### src/hdl/adll_pkg.sv
// ----------------------------------------------------------------------------
// adll_pkg
// Shared types and constants for the array-based doubly linked list block.
// ----------------------------------------------------------------------------
package adll_pkg;

  localparam int KEY_W       = 31;
  localparam int NAME_HEAD_W = 64;
  localparam int NAME_TAIL_W = 16;
  localparam int FEE_W       = 24;
  localparam int REC_W       = KEY_W + NAME_HEAD_W + NAME_TAIL_W + FEE_W;
  localparam int DATA_W      = ((REC_W + 7) / 8) * 8;
  localparam int OP_W        = 2;
  localparam int STATUS_W    = 2;
  localparam int QUEUE_DEPTH = 2;

  typedef enum logic [OP_W-1:0] {
    OP_INSERT   = 2'd0,
    OP_REMOVE   = 2'd1,
    OP_TRAVERSE = 2'd2
  } op_t;

  typedef enum logic [STATUS_W-1:0] {
    ST_DONE  = 2'd0,
    ST_FULL  = 2'd1,
    ST_EMPTY = 2'd2
  } status_t;

  // Key sits in the lowest bits, fee in the highest.
  typedef struct packed {
    logic [FEE_W-1:0]       fee;
    logic [NAME_TAIL_W-1:0] name_tail;
    logic [NAME_HEAD_W-1:0] name_head;
    logic [KEY_W-1:0]       key;
  } rec_t;

  typedef struct packed {
    op_t  op;
    rec_t rec;
  } cmd_t;

  typedef enum logic [1:0] {
    BK_IDLE,
    BK_FETCH,
    BK_EMIT
  } back_state_t;

endpackage

### src/hdl/adll_front.sv
// ----------------------------------------------------------------------------
// adll_front
// Input stage: registers each accepted item, decodes the operation and drops
// items with the unused operation code.
// ----------------------------------------------------------------------------
module adll_front (
  input  logic                         clk,
  input  logic                         rst,
  input  logic                         s_axis_tvalid,
  output logic                         s_axis_tready,
  input  logic [adll_pkg::DATA_W-1:0]  s_axis_tdata,  // record_key, name_head, name_tail, fee_cents
  input  logic [adll_pkg::OP_W-1:0]    s_axis_tuser,  // operation
  output logic                         cmd_valid,
  output adll_pkg::cmd_t               cmd,
  input  logic                         cmd_ready
);
  import adll_pkg::*;

  logic hold_valid;
  logic keep;

  assign keep = (s_axis_tuser == OP_INSERT) || (s_axis_tuser == OP_REMOVE) ||
                (s_axis_tuser == OP_TRAVERSE);

  assign s_axis_tready = !hold_valid || cmd_ready;
  assign cmd_valid     = hold_valid;

  always_ff @(posedge clk) begin
    if (rst) begin
      hold_valid <= 1'b0;
    end else if (s_axis_tready) begin
      // drop items that carry no operation
      hold_valid <= s_axis_tvalid && keep;
    end
  end

  always_ff @(posedge clk) begin
    if (s_axis_tready && s_axis_tvalid) begin
      cmd.op  <= op_t'(s_axis_tuser);
      cmd.rec <= rec_t'(s_axis_tdata[REC_W-1:0]);
    end
  end

endmodule

### src/hdl/adll_fifo.sv
// ----------------------------------------------------------------------------
// adll_fifo
// Short command queue between the input stage and the list engine.
// ----------------------------------------------------------------------------
module adll_fifo (
  input  logic           clk,
  input  logic           rst,
  input  logic           in_valid,
  output logic           in_ready,
  input  adll_pkg::cmd_t in_cmd,
  output logic           out_valid,
  input  logic           out_ready,
  output adll_pkg::cmd_t out_cmd
);
  import adll_pkg::*;

  localparam int PW = (QUEUE_DEPTH > 1) ? $clog2(QUEUE_DEPTH) : 1;
  localparam int FW = $clog2(QUEUE_DEPTH + 1);

  cmd_t          entries [QUEUE_DEPTH];
  logic [PW-1:0] wr_ptr;
  logic [PW-1:0] rd_ptr;
  logic [FW-1:0] fill;
  logic          push;
  logic          pop;

  assign in_ready  = (fill != FW'(QUEUE_DEPTH));
  assign out_valid = (fill != '0);
  assign out_cmd   = entries[rd_ptr];
  assign push      = in_valid && in_ready;
  assign pop       = out_valid && out_ready;

  always_ff @(posedge clk) begin
    if (rst) begin
      wr_ptr <= '0;
      rd_ptr <= '0;
      fill   <= '0;
    end else begin
      if (push) begin
        wr_ptr <= (wr_ptr == PW'(QUEUE_DEPTH - 1)) ? '0 : wr_ptr + PW'(1);
      end
      if (pop) begin
        rd_ptr <= (rd_ptr == PW'(QUEUE_DEPTH - 1)) ? '0 : rd_ptr + PW'(1);
      end
      if (push && !pop) begin
        fill <= fill + FW'(1);
      end else if (pop && !push) begin
        fill <= fill - FW'(1);
      end
    end
  end

  always_ff @(posedge clk) begin
    if (push) begin
      entries[wr_ptr] <= in_cmd;
    end
  end

endmodule

### src/hdl/adll_back.sv
// ----------------------------------------------------------------------------
// adll_back
// List engine: owns the record store and the entry count, carries out
// insert, remove and traverse, and drives the registered result port.
// ----------------------------------------------------------------------------
module adll_back #(
  parameter int SLOTS = 16
) (
  input  logic                          clk,
  input  logic                          rst,
  input  logic                          cmd_valid,
  output logic                          cmd_ready,
  input  adll_pkg::cmd_t                cmd,
  output logic                          m_axis_tvalid,
  input  logic                          m_axis_tready,
  output logic [adll_pkg::DATA_W-1:0]   m_axis_tdata,  // out_key, out_name_head, out_name_tail, out_fee_cents
  output logic [adll_pkg::STATUS_W-1:0] m_axis_tuser,  // status
  output logic                          m_axis_tlast   // last
);
  import adll_pkg::*;

  localparam int SW = $clog2(SLOTS);
  localparam int CW = $clog2(SLOTS + 1);

  // Slots are taken lowest-free and freed only at the head, so the used
  // slots are always 0..count-1 with the head at count-1 and each next link
  // pointing one slot down. The links therefore follow from the count.
  rec_t store [SLOTS];
  rec_t rd_rec;

  back_state_t   state, state_next;
  logic [CW-1:0] count, count_next;
  logic [SW-1:0] cur, cur_next;

  logic    ovalid;
  status_t ostatus;
  rec_t    orec;
  logic    olast;

  logic    out_free;
  logic    load;
  status_t ld_status;
  rec_t    ld_rec;
  logic    ld_last;
  logic    wr_en;

  assign out_free = !ovalid || m_axis_tready;

  always_ff @(posedge clk) begin
    if (rst) begin
      state <= BK_IDLE;
      count <= '0;
      cur   <= '0;
    end else begin
      state <= state_next;
      count <= count_next;
      cur   <= cur_next;
    end
  end

  always_comb begin
    state_next = state;
    count_next = count;
    cur_next   = cur;
    cmd_ready  = 1'b0;
    load       = 1'b0;
    ld_status  = ST_DONE;
    ld_rec     = '0;
    ld_last    = 1'b1;
    wr_en      = 1'b0;
    case (state)
      BK_IDLE: begin
        cmd_ready = out_free;
        if (cmd_valid && out_free) begin
          case (cmd.op)
            OP_INSERT: begin
              load = 1'b1;
              if (count == CW'(SLOTS)) begin
                ld_status = ST_FULL;
              end else begin
                wr_en      = 1'b1;
                count_next = count + CW'(1);
              end
            end
            OP_REMOVE: begin
              load = 1'b1;
              if (count == '0) begin
                ld_status = ST_EMPTY;
              end else begin
                count_next = count - CW'(1);
              end
            end
            OP_TRAVERSE: begin
              if (count == '0) begin
                load      = 1'b1;
                ld_status = ST_EMPTY;
              end else begin
                cur_next   = SW'(count - CW'(1));
                state_next = BK_FETCH;
              end
            end
            default: begin
            end
          endcase
        end
      end
      BK_FETCH: begin
        // store read is registered: wait here for the record
        state_next = BK_EMIT;
      end
      BK_EMIT: begin
        if (out_free) begin
          load    = 1'b1;
          ld_rec  = rd_rec;
          ld_last = (cur == '0);
          if (cur == '0) begin
            state_next = BK_IDLE;
          end else begin
            cur_next   = cur - SW'(1);
            state_next = BK_FETCH;
          end
        end
      end
      default: begin
        state_next = BK_IDLE;
      end
    endcase
  end

  always_ff @(posedge clk) begin
    if (wr_en) begin
      store[count[SW-1:0]] <= cmd.rec;
    end
    rd_rec <= store[cur];
  end

  always_ff @(posedge clk) begin
    if (rst) begin
      ovalid <= 1'b0;
    end else if (load) begin
      ovalid <= 1'b1;
    end else if (m_axis_tready) begin
      ovalid <= 1'b0;
    end
  end

  always_ff @(posedge clk) begin
    if (load) begin
      ostatus <= ld_status;
      orec    <= ld_rec;
      olast   <= ld_last;
    end
  end

  assign m_axis_tvalid = ovalid;
  assign m_axis_tuser  = ostatus;
  assign m_axis_tdata  = {{(DATA_W - REC_W){1'b0}}, orec};
  assign m_axis_tlast  = olast;

`ifndef NO_ASSERTIONS
  a_count_range: assert property (@(posedge clk) disable iff (rst)
    count <= CW'(SLOTS))
    else $error("entry count above slot count");

  a_walk_nonempty: assert property (@(posedge clk) disable iff (rst)
    state != BK_IDLE |-> count != '0)
    else $error("traverse running on an empty list");

  a_walk_end: assert property (@(posedge clk) disable iff (rst)
    (state == BK_EMIT && out_free && cur == '0) |=>
      (state == BK_IDLE && m_axis_tvalid && m_axis_tlast))
    else $error("final record of a traverse not marked last");

  a_status_only: assert property (@(posedge clk) disable iff (rst)
    (m_axis_tvalid && ostatus != ST_DONE) |-> (orec == '0 && olast))
    else $error("status result carries record data or is not last");
`endif

endmodule

### src/hdl/array_doubly_linked_list.sv
// ----------------------------------------------------------------------------
// array_doubly_linked_list
// Doubly linked list of records in a fixed slot store with insert-head,
// remove-head and head-to-tail traverse.
// ----------------------------------------------------------------------------
// An item passes an input register and a two-entry command queue before the
// list engine takes it. Insert and remove give one result each. Traverse gives
// one result per stored record, each record passing the registered read of the
// record store in the fetch state before it is emitted; an empty list gives one
// status result. A stalled receiver holds the engine back. The store needs no
// clearing after reset. Operation code three is dropped at the input and gives
// no result.
module array_doubly_linked_list #(
  parameter int SLOTS = 16
) (
  input  logic                          clk,
  input  logic                          rst,
  input  logic                          s_axis_tvalid,
  output logic                          s_axis_tready,
  input  logic [adll_pkg::DATA_W-1:0]   s_axis_tdata,  // record_key, name_head, name_tail, fee_cents
  input  logic [adll_pkg::OP_W-1:0]     s_axis_tuser,  // operation
  output logic                          m_axis_tvalid,
  input  logic                          m_axis_tready,
  output logic [adll_pkg::DATA_W-1:0]   m_axis_tdata,  // out_key, out_name_head, out_name_tail, out_fee_cents
  output logic [adll_pkg::STATUS_W-1:0] m_axis_tuser,  // status
  output logic                          m_axis_tlast   // last
);
  import adll_pkg::*;

  logic front_valid;
  logic front_ready;
  cmd_t front_cmd;
  logic back_valid;
  logic back_ready;
  cmd_t back_cmd;

  adll_front u_front (
    .clk           (clk),
    .rst           (rst),
    .s_axis_tvalid (s_axis_tvalid),
    .s_axis_tready (s_axis_tready),
    .s_axis_tdata  (s_axis_tdata),
    .s_axis_tuser  (s_axis_tuser),
    .cmd_valid     (front_valid),
    .cmd           (front_cmd),
    .cmd_ready     (front_ready)
  );

  adll_fifo u_fifo (
    .clk       (clk),
    .rst       (rst),
    .in_valid  (front_valid),
    .in_ready  (front_ready),
    .in_cmd    (front_cmd),
    .out_valid (back_valid),
    .out_ready (back_ready),
    .out_cmd   (back_cmd)
  );

  adll_back #(
    .SLOTS (SLOTS)
  ) u_back (
    .clk           (clk),
    .rst           (rst),
    .cmd_valid     (back_valid),
    .cmd_ready     (back_ready),
    .cmd           (back_cmd),
    .m_axis_tvalid (m_axis_tvalid),
    .m_axis_tready (m_axis_tready),
    .m_axis_tdata  (m_axis_tdata),
    .m_axis_tuser  (m_axis_tuser),
    .m_axis_tlast  (m_axis_tlast)
  );

endmodule

### config.mk
export PLATFORM = sky130hd
export DESIGN_NAME = array_doubly_linked_list
export DESIGN_NICKNAME = d
export VERILOG_FILES = /design/src/hdl/adll_pkg.sv /design/src/hdl/adll_front.sv /design/src/hdl/adll_fifo.sv /design/src/hdl/adll_back.sv /design/src/hdl/array_doubly_linked_list.sv
export SDC_FILE = /design/constraint.sdc
export NUM_CORES = 2
export LEC_CHECK = 0
export BUFFER_PORTS_ARGS = -buffer_cell sky130_fd_sc_hd__buf_2
export CAP_MARGIN = 15
export CORE_ASPECT_RATIO = 1.75
export CORE_MARGIN = 2
export CORE_UTILIZATION = 62
export CTS_CLUSTER_DIAMETER = 80
export DETAILED_ROUTE_END_ITERATION = 10
export GPL_TIMING_DRIVEN = 1
export PLACE_DENSITY = 0.82
export SLEW_MARGIN = 20
export SYNTH_ARGS = -nofsm -noshare
export SYNTH_HDL_FRONTEND = slang
export SYNTH_SLANG_ARGS = --single-unit
export TNS_END_PERCENT = 5
### constraint.sdc
create_clock -name clk -period 17.33 [get_ports clk]
set_clock_uncertainty 0.05 [all_clocks]
set_input_delay 1.733 -clock clk [delete_from_list [all_inputs] [get_ports clk]]
set_output_delay 1.733 -clock clk [all_outputs]
set_load 0.02 [all_outputs]
==> key figures <==
Outcome
  – Status: finished, final reports clean

Logic synthesis
  – Synth top area share: 78.2%
  – FFs w/ async S/R, synth: 0%
  – Synth Register Bits: about 2,900
  – Mapped Avg Cell Area: between 20 and 25 um^2
  – Syn nets: about 4,400
  – Gate Count Post-Synth: 4,269
  – Number of synthesized flops with an enable pin: roughly 2,700
  – Syn. warnings: 0
  – Synthesized area: 104,000 um^2
  – Synth top area cells: edfxtp_1 78%, mux4_2 14%, dfxtp_1 2.9%
  – Sequential area share after synthesis: 81.2%
  – Synth area leader: edfxtp_1
  – Synth cell types: 42
  – Primary FF master, synth: edfxtp_1

Routing
  – Drt pass-1 iters: 7
  – WL final: between 200 and 250 mm
  – DRT iter0 DRCs: around 6,300
  – DRC viols: 0
  – WL per Instance: 34.0 um
  – Post-route antenna net violation count: 0
  – Vias per inst: just under 7
  – Via count: between 40,000 and 50,000

Global routing
  – Antenna violations before repair: 6
  – Largest net degree at the start of global routing: 154
  – Global-route wire length before repair: roughly 350 mm
  – Grt ovf: 0
  – Gr usage total: 28.4%
  – Vias in the first global route: between 40,000 and 50,000

Setup path
  – Crit path required time: 17,740 ps
  – Worst Setup Start Kind: input pin
  – Crit path to: u_back.store[9][86]
  – R2R cell count: 7
  – R2r setup slk: roughly 11,000 ps
  – CP endpoint kind: flip-flop
  – CP startpoint: m_axis_tready
  – Critical path class: input pin to flip-flop
  – CP Max Fanout: 41
  – RR Endpoint: u_back.store[9][86]
  – Critical path arrival: 6680 ps

Clock tree
  – Clock Tree Root: clkbuf_16
  – Hold-fix buffers, CTS: 0
  – Longest Clk Path Bufs: 4
  – CTS H-tree depth: 4
  – CTS Buf Count: roughly 240
  – Clk slew on worst S/H paths: roughly 70 ps
  – CTS tree: done
  – Post CTS Setup Buffer Count: 0
  – Post-cts gate resize count: 0
  – Worst-skew pair later-pin latency: around 900 ps
  – Sink Count: between 2,000 and 3,000

Floorplanning
  – Chip width: around 310 um
  – FP Rows: 198
  – Core Area: around 170,000 um^2
  – Die Ht: 546 um
  – Top-level port count: between 200 and 300
  – Initial core utilization: about 62%
  – Die Area: between 150,000 and 200,000 um^2

STA
  – Period utilisation layout: a little over a third
  – Pin slew with the least headroom to its limit: 1310 ps
  – Final hold vios: 0
  – RSZ-0062 raised after global routing: false
  – Endpoints failing setup: 0
  – Setup_tns: 0 ps
  – Final Max Tran Viols: 0
  – Worst hold slack: ~370 ps
  – Min cycle time layout: ~6300 ps
  – Fmax: ~160 MHz
  – Rel. slew slack: 12.5%

Finish
  – Syn-to-layout area delta: 11.7%
  – Post-Layout Inst Area: approximately 120,000 um^2
  – Nets: 4,821
  – Layout cells sized above 1: between 30% and 40%

Run
  – Max Cap Viol: 0

Pwr
  – Leakage: 36.1 nW
  – Power Density: about 140 nW/um^2
  – VDD IR-drop max: between 0.1 and 0.15 mV

Placed design
  – Port Buffers: 280
  – Hpwl dp: between 100 and 150 mm
  – Area after DPL: about 110,000 um^2
  – Placer Congestion: 0.759

Min path
  – HP Start: u_front.cmd[24]
  – Hold Crit Class: flip-flop to flip-flop
stage by stage:
step           total power, mW  utilization (%)  std cells  setup WS [ps]
3_5_place_dp              10.8             65.0       6629          10300
5_1_grt                   16.7             69.8       7067          10980
4_1_cts                   16.3             69.8       7065          11170
6_report                  16.3             69.8       7067          11060
3_3_place_gp              10.7             65.0       6629          10340
2_1_floorplan             10.1                -       4269           3870
layout by cell type, fill, tap and decap left out, types with 3 or more instances in the layout:
master,instances
mux4_2,637
xnor2_1,3
clkinv_1,37
clkinvlp_4,20
a31oi_1,10
edfxtp_1,2709
buf_12,12
buf_2,280
a211oi_1,40
nand2_1,28
a21oi_1,34
o21ai_0,3
mux2_2,135
clkinv_2,49
inv_1,9
xor2_1,9
dfxtp_1,148
clkbuf_1,30
nor2b_1,13
clkbuf_8,11
bufinv_16,34
buf_4,73
dfxtp_4,5
mux2i_1,34
nor2_4,17
nor2_1,17
and2_1,164
clkinv_4,8
ha_1,11
clkinv_16,3
nand2b_1,6
nand3_1,7
clkbuf_16,237
inv_6,5
worst min path at each step:
stage | to | slack [ps] | depth (start not counted)
2_1_floorplan | u_fifo.entries[0][0] | 370 | 0
3_3_place_gp | u_fifo.entries[0][37] | 370 | 0
3_5_place_dp | u_fifo.entries[0][28] | 380 | 0
4_1_cts | u_fifo.entries[0][24] | 380 | 0
5_1_grt | u_fifo.entries[1][24] | 390 | 0
6_report | u_fifo.entries[0][24] | 370 | 0
final cells by class:
type | count | area (um^2)
multi-input cells | 1194 | 18800
repair buffers | 365 | 2190
clock buffers | 278 | 6190
fillers | 9227 | 50300
clock inverters | 158 | 1790
inverters | 9 | 33.8
diodes | 1 | 2.50
flip-flops and latches | 2862 | 84400
well taps | 2200 | 2750
synth_stat cells (5+ instances only):
| cell | instances |
|---|---|
| edfxtp_1 | 2709 |
| mux4_2 | 637 |
| and2_1 | 165 |
| dfxtp_1 | 153 |
| mux2_2 | 135 |
| clkbuf_1 | 106 |
| buf_2 | 60 |
| a211oi_1 | 40 |
| a21oi_1 | 34 |
| mux2i_1 | 34 |
| nor2_1 | 34 |
| nand2_1 | 28 |
| buf_1 | 25 |
| nor2b_1 | 13 |
| ha_1 | 11 |
| a31oi_1 | 10 |
| inv_1 | 9 |
| xor2_1 | 9 |
| buf_6 | 8 |
| nand3_1 | 7 |
| nand2b_1 | 6 |
| buf_4 | 5 |
where the power goes:
part | total (mW) | internal, mW | switching, mW
Sequential | 8.60 | 8.36 | 0.240
Combinational | 2.14 | 0.842 | 1.30
Clock | 5.52 | 3.07 | 2.45
Total | 16.3 | 12.3 | 3.99
critical path, stage by stage:
cell and delay, ps:
buf_2 80, nor2b_1 30, buf_4 180, nor4_1 620, buf_4 280, nand3_1 360
nor2_4 880, buf_4 820, buf_4 740, buf_4 830
registers in the layout (all words and copies together), names as in the netlist, 4 cells and up, named ones only:
| register | count |
|---|---|
| u_back.store | 2160 |
| u_back.count | 5 |
| u_back.rd_rec | 135 |
| u_back.cur | 4 |
| u_fifo.entries | 274 |
| u_front.cmd | 137 |
| u_back.m_axis_tdata | 135 |
routing by layer:
layer / global-route usage, % / wire length, um / vias to the layer above
li1: - / - / 18600
met3: 4.38 / 21600 / 521
met4: 9.30 / 8000 / 2
met5: 0 / 13 / -
met1: 36.7 / 82000 / 25200
met2: 49.8 / 128000 / 3165
cells by family after synthesis:
group,Yosys count,share of synthesized area (%)
buf+inv,213,0.917
flops,2862,81.2
fa+ha+maj,11,0.132
simple gates,267,1.45
xor+xnor,12,0.101
compound gates,97,0.610
other cells,1,0.00361
mux,806,15.6
Power figures use the tool's default switching activity.
